<file path="src/hw/rtl/tel_queue.sv">
`default_nettype none

module tel_queue #(
  parameter int WIDTH = 8,
  parameter int DEPTH = 4
) (
  input  wire logic             clk,
  input  wire logic             rst,
  input  wire logic             push,
  input  wire logic [WIDTH-1:0] wdata,
  input  wire logic             pop,
  output logic [WIDTH-1:0]      rdata,
  output logic                  not_empty,
  output logic                  full
);

  localparam int AW   = (DEPTH > 1) ? $clog2(DEPTH) : 1;
  localparam int CntW = $clog2(DEPTH + 1);

  logic [WIDTH-1:0] mem [0:DEPTH-1];
  logic [AW-1:0]    wp;
  logic [AW-1:0]    rp;
  logic [CntW-1:0]  count;

  assign not_empty = (count != '0);
  assign full      = (count == CntW'(DEPTH));
  assign rdata     = mem[rp];

  always_ff @(posedge clk) begin
    if (push) begin
      mem[wp] <= wdata;
    end
  end

  always_ff @(posedge clk) begin
    if (rst) begin
      wp    <= '0;
      rp    <= '0;
      count <= '0;
    end else begin
      if (push) begin
        wp <= (wp == AW'(DEPTH - 1)) ? '0 : wp + 1'b1;
      end
      if (pop) begin
        rp <= (rp == AW'(DEPTH - 1)) ? '0 : rp + 1'b1;
      end
      if (push && !pop) begin
        count <= count + 1'b1;
      end else if (pop && !push) begin
        count <= count - 1'b1;
      end
    end
  end

endmodule

`default_nettype wire

</file>
<file path="config.mk">
export PLATFORM = sky130hd
export DESIGN_NAME = tel_queue
export DESIGN_NICKNAME = d
export VERILOG_FILES = /design/src/hw/rtl/tel_queue.sv
export SDC_FILE = /design/constraint.sdc
export NUM_CORES = 1
export LEC_CHECK = 0
export BUFFER_PORTS_ARGS = -buffer_cell sky130_fd_sc_hd__buf_2
export CAP_MARGIN = 20
export CORE_UTILIZATION = 53
export CTS_BUF_LIST = sky130_fd_sc_hd__clkbuf_2 sky130_fd_sc_hd__clkbuf_4 sky130_fd_sc_hd__clkbuf_8
export DETAILED_ROUTE_END_ITERATION = 10
export PLACE_DENSITY = 0.77
export SLEW_MARGIN = 10
export SYNTH_ARGS = -nofsm -noshare
export SYNTH_HDL_FRONTEND = slang
export SYNTH_SLANG_ARGS = --single-unit
</file>
<file path="constraint.sdc">
create_clock -name clk -period 1.6 [get_ports clk]
set_clock_uncertainty 0.05 [all_clocks]
set_input_delay 0.24 -clock clk [delete_from_list [all_inputs] [get_ports clk]]
set_output_delay 0.24 -clock clk [all_outputs]
set_load 0.02 [all_outputs]
</file>
# Word-level counts from Yosys, hierarchy flattened

Memories as Yosys holds them, arrays and structs flattened. A register that Yosys moved wholly into a read port is not among the register bits.
Cells that the tools add are included.

Flip-flop bits (word level): 7
Bits in writable memories: 32
Input bits: 12
Output and inout bits: 10
Logic and storage cells: 25
Memories: 1

Memories:

| name | depth | width | read ports | clocked after Yosys merged registers in | write ports | line | source |
|---|---|---|---|---|---|---|---|
| mem  | 4     | 8     | 1          | 1                                       | 1           | 20   | `logic [WIDTH-1:0] mem [0:DEPTH-1];` |

$add $sub $neg: 4
Equality and inequality tests: 3
Mux-type cells: 8
Reduce and logical (&&, ||, !) cells: 6

Operators with widths:

| kind                                                               | number |
|---|---|
| 2-bit two-way mux                                                  | 4 |
| 3-bit two-way mux                                                  | 2 |
| 2-bit by 1-bit adder with 2-bit output, second input constant      | 2 |
| 2-bit equality test, second input constant                         | 2 |
| 3-bit by 1-bit adder with 3-bit output, second input constant      | 1 |
| 3-bit equality test, second input constant                         | 1 |
| 3-bit nonzero test                                                 | 1 |
| 3-bit by 1-bit subtractor with 3-bit output, second input constant | 1 |
| 1-bit logical AND                                                  | 2 |
| 1-bit logical NOT                                                  | 2 |
| 1-bit two-way mux                                                  | 2 |
| 2-bit nonzero test                                                 | 1 |

# Logic depth before layout (Yosys ltp)

Depth in word-level cells: 4
Depth in mapped cells: 7
Mapped depth without buffers: 7

# Worst setup path after synthesis

OpenSTA, ideal clock, no wires.

Path type: input-to-reg
Start: input pop
End: register count[2]
Library setup time: 70 ps
Arrival time: 1,432 ps
Data required time: 1,480 ps
Path slack: 48 ps
Stages on the path: 7
Path buffers: 0
Path through: inv_1 ha_1 inv_1 fa_1 xor2_1 or3_1 a21oi_1

Cells in the longest elaborated chain, start to end: 3
Elaborated cells on any way between the ends: 5
Classes of those cells: mux (1); reduce/logical (4)

Ends and longest elaborated chain:

| what                                                    | line | source |
|---|---|---|
| start: declaration                                      | 11   | `input wire logic pop,` |
| 1-bit logical NOT                                       | 47   | `if (push && !pop) begin` |
| 1-bit logical AND                                       | 47   |  |
| 3-bit two-way mux or 2-bit nonzero test (tied branches) | -    |  |
| end signal: assignment                                  | 48   | `count <= count + 1'b1;` |
| end signal: assignment                                  | 50   | `count <= count - 1'b1;` |
| end: declaration                                        | 23   | `logic [CntW-1:0] count;` |

Several ways; a longest one is shown, not always the timed one.
A chain may end at the register's enable or synchronous reset.

==> qor.csv <==
stage,metric,value,unit
outcome,status,"complete, but fails checks",
outcome,failing checks,"design-rule violations, negative setup slack",
global_route,vias in the first global route,836,
sta,worst slew pin tran,0.449,ns
placed_design,Port Buf Inserts,21,
synthesis,Seq cells post-synth,41,
synthesis,top-area cell type share of the netlist area,60.1,%
floorplanning,I/O pin count,22,
global_route,largest net degree at the start of global routing,13,
final_layout,share of layout cells above drive strength 1,36.4,%
placed_design,Placed Instances,141,
routing,top sig layer,met4,
worst_setup_path,arrival time at the worst endpoint,1.52,ns
cts,CTS Sinks,41,
floorplanning,Initial Utilization,57.0,%
global_route,All-Layer GR Usage,17.6,%
final_layout,area delta synth->final,19.0,%
synthesis,Synth cell types,16,
synthesis,sequential area share after synthesis,71.4,%
global_route,total gr overflow,0,
global_route,initial antenna violation count,0,
routing,drt drc,4,
routing,Avg Vias per Cell,5.40,
routing,drt pass-1 iters,7,
sta,final hold vios,0,
cts,hold buffers post-CTS,0,
worst_setup_path,Crit Path Max Fanout,4,
power,Leak,0.724,nW
routing,ANT nets after route,0,
worst_setup_path,reg-to-reg endpoint,count[2],
synthesis,largest family of logic cells by synthesized area,multiplexers,
placed_design,routability cong.,0.767,
routing,Routed Wire Length,2.40,mm
sta,Slew headroom,70.1,%
sta,setup violators final,8,
worst_setup_path,Reg-to-Reg Start,count[0],
synthesis,Post-Synthesis Cells,86,
placed_design,Post-Place Worst Slack,-0.150,ns
global_route,first-pass GRT wire length,3.82,mm
synthesis,Synth Area in Compound Gates,0.939,%
cts,CTS tree,done,
worst_setup_path,reg2reg path depth,4,
routing,initial DRC count,11,
cts,Clk Tree Root Cell,clkbuf_4,
cts,setup bufs post-CTS,0,
synthesis,largest area contributor in the netlist,edfxtp_1,
routing,wire length per cell,16.1,um
routing,met3 WL,120,um
final_layout,diode count,0,
floorplanning,Cell Rows,19,
routing,routed length on met1,970,um
sta,final worst path period need,1.81,ns
cts,Clock Pin Slew Worst Setup and Hold Paths,0.11,ns
sta,setup total negative slack,-1.48,ns
worst_setup_path,Setup crit start kind,flip-flop,
power,Power Dens Cells,1170,nW/um^2
synthesis,Mapped Avg Cell Area,18.6,sq um
final_layout,final net count,136,
power,VDD IR max,753,uV
synthesis,Adder-Cell Fraction of Synth Area,5.95,%
synthesis,Synth Area in XOR/XNOR,1.10,%
worst_setup_path,Critical Path RT,1.31,ns
sta,Max Fclk,552,MHz
synthesis,Ys Warns,0,
routing,met2 wire length,1.21,mm
sta,"Slew Viols, Final",0,
sta,Final Cycle Share,113,%
floorplanning,Die X,56.9,um
sta,Setup WS post-layout,-0.211,ns
synthesis,Synth Cell Area,1600,sq um
placed_design,HPWL Detailed,1.67,mm
floorplanning,Die Area,3240,sq um
worst_hold_path,Hold Path Class,primary input to flip-flop,
worst_setup_path,CP Class,flip-flop to primary output,
floorplanning,Die Span Y,56.9,um
cts,"Clk Latency, worst-skew pair",0.35,ns
sta,unrepaired setup endpoints after global routing,yes,
worst_setup_path,R2R Setup Slk,0.08,ns
final_layout,Final Non-Filler Cells,149,
worst_setup_path,crit end category,primary output,
synthesis,Mapped Nets,105,
routing,via count,805,
cts,total CTS buffers,5,
cts,CTS Buffer Depth,2,
cts,H-tree depth,2,
flow_run,max_cap viols,0,
synthesis,top post-synthesis cells by area,"edfxtp_1, dfxtp_1, mux4_2",
synthesis,simple-gate share of the synthesized area,4.93,%
floorplanning,CORE AREA,2810,sq um
synthesis,mux cell area share after synthesis,13.8,%
worst_setup_path,worst setup path endpoint,rdata[2],
worst min-delay path by stage:
stage	endpoint	startpoint	cells after the start
4_1_cts	mem[3][0]	wdata[0]	1
6_report	mem[0][2]	wdata[2]	1
3_3_place_gp	mem[2][4]	wdata[4]	1
2_1_floorplan	count[2]	rst	1
3_5_place_dp	mem[3][7]	wdata[7]	1
5_1_grt	mem[0][0]	wdata[0]	1
synthesized netlist by cell type (all sizes together):
cell / number
mux4: 8
edfxtp: 32
inv: 4
o21ai: 1
a21oi: 2
fa: 1
mux2i: 4
nor2: 7
xor2: 2
buf: 1
ha: 6
or3: 2
and2: 4
dfxtp: 9
nor3b: 2
clkbuf: 1
layout make-up:
class                   count  area, sq um
clock buffers               6         45.0
well taps                  31         38.8
inverters                   4         15.0
multi-input cells          39          427
repair buffers             26          200
fillers                   189          902
flip-flops and latches     41         1140
clock inverters             2         33.8
timing repair:
action                                  4_1_cts  5_1_grt
endpoints found under the setup margin        8        9
gates resized for setup                      19        1
gates cloned                                  0        0
pin swaps                                     0        0
where the power goes:
part           switching [W]  total (W)  internal [W]
clock network       0.000309   0.000651      0.000342
registers          0.0000370    0.00125       0.00121
logic               0.000160   0.000323      0.000163
total               0.000506    0.00222       0.00172
registers in the layout, summed over array words and instances (netlist names), named ones only:
name,count
wp,2
rp,2
mem,32
count,3
cells by family after synthesis:
group,Yosys count
DFF,41
and+or+nand+nor,15
muxes,12
adders and majority gates,7
buffers and inverters,6
AOI/OAI and AO/OA,3
xor gates and xnor gates,2
layer usage:
layer / up-vias / GRT usage, %
li1: 387 / -
met1: 386 / 19.2
met2: 23 / 27.7
met3: 9 / 7.37
met4: 0 / 12.5
met5: - / 0
metrics by stage:
| step | hold slack (ns) | instance area, sq um | utilization (%) | total power (W) |
|---|---|---|---|---|
| finish | 0.0487 | 1900 | 67.8 | 0.00222 |
| floorplan | 0.259 | 1600 | - | 0.00146 |
| global route | 0.0315 | 1900 | 67.8 | 0.00231 |
| CTS | 0.0298 | 1900 | 67.8 | 0.00225 |
| global placement | 0.400 | 1760 | 62.9 | 0.00155 |
| detailed placement | 0.408 | 1760 | 62.9 | 0.00156 |
layout by cell type, fill, tap and decap left out:
master,n
buf_2,13
xor2_1,2
buf_6,10
edfxtp_1,32
bufinv_16,1
buf_4,3
nor2_1,7
dfxtp_1,7
o21ai_0,1
nor3b_1,2
a21oi_1,2
fa_1,1
dfxtp_2,2
mux4_2,8
mux2i_1,4
clkinv_1,1
clkbuf_4,6
and2_1,4
ha_1,6
inv_1,4
or3_1,2
worst max-delay path: stages (launching register included):
cell	delay (ns)
dfxtp_2	0.37
buf_6	0.13
mux4_2	0.52
buf_6	0.15
No activity file was read; power rests on OpenSTA's default activity.
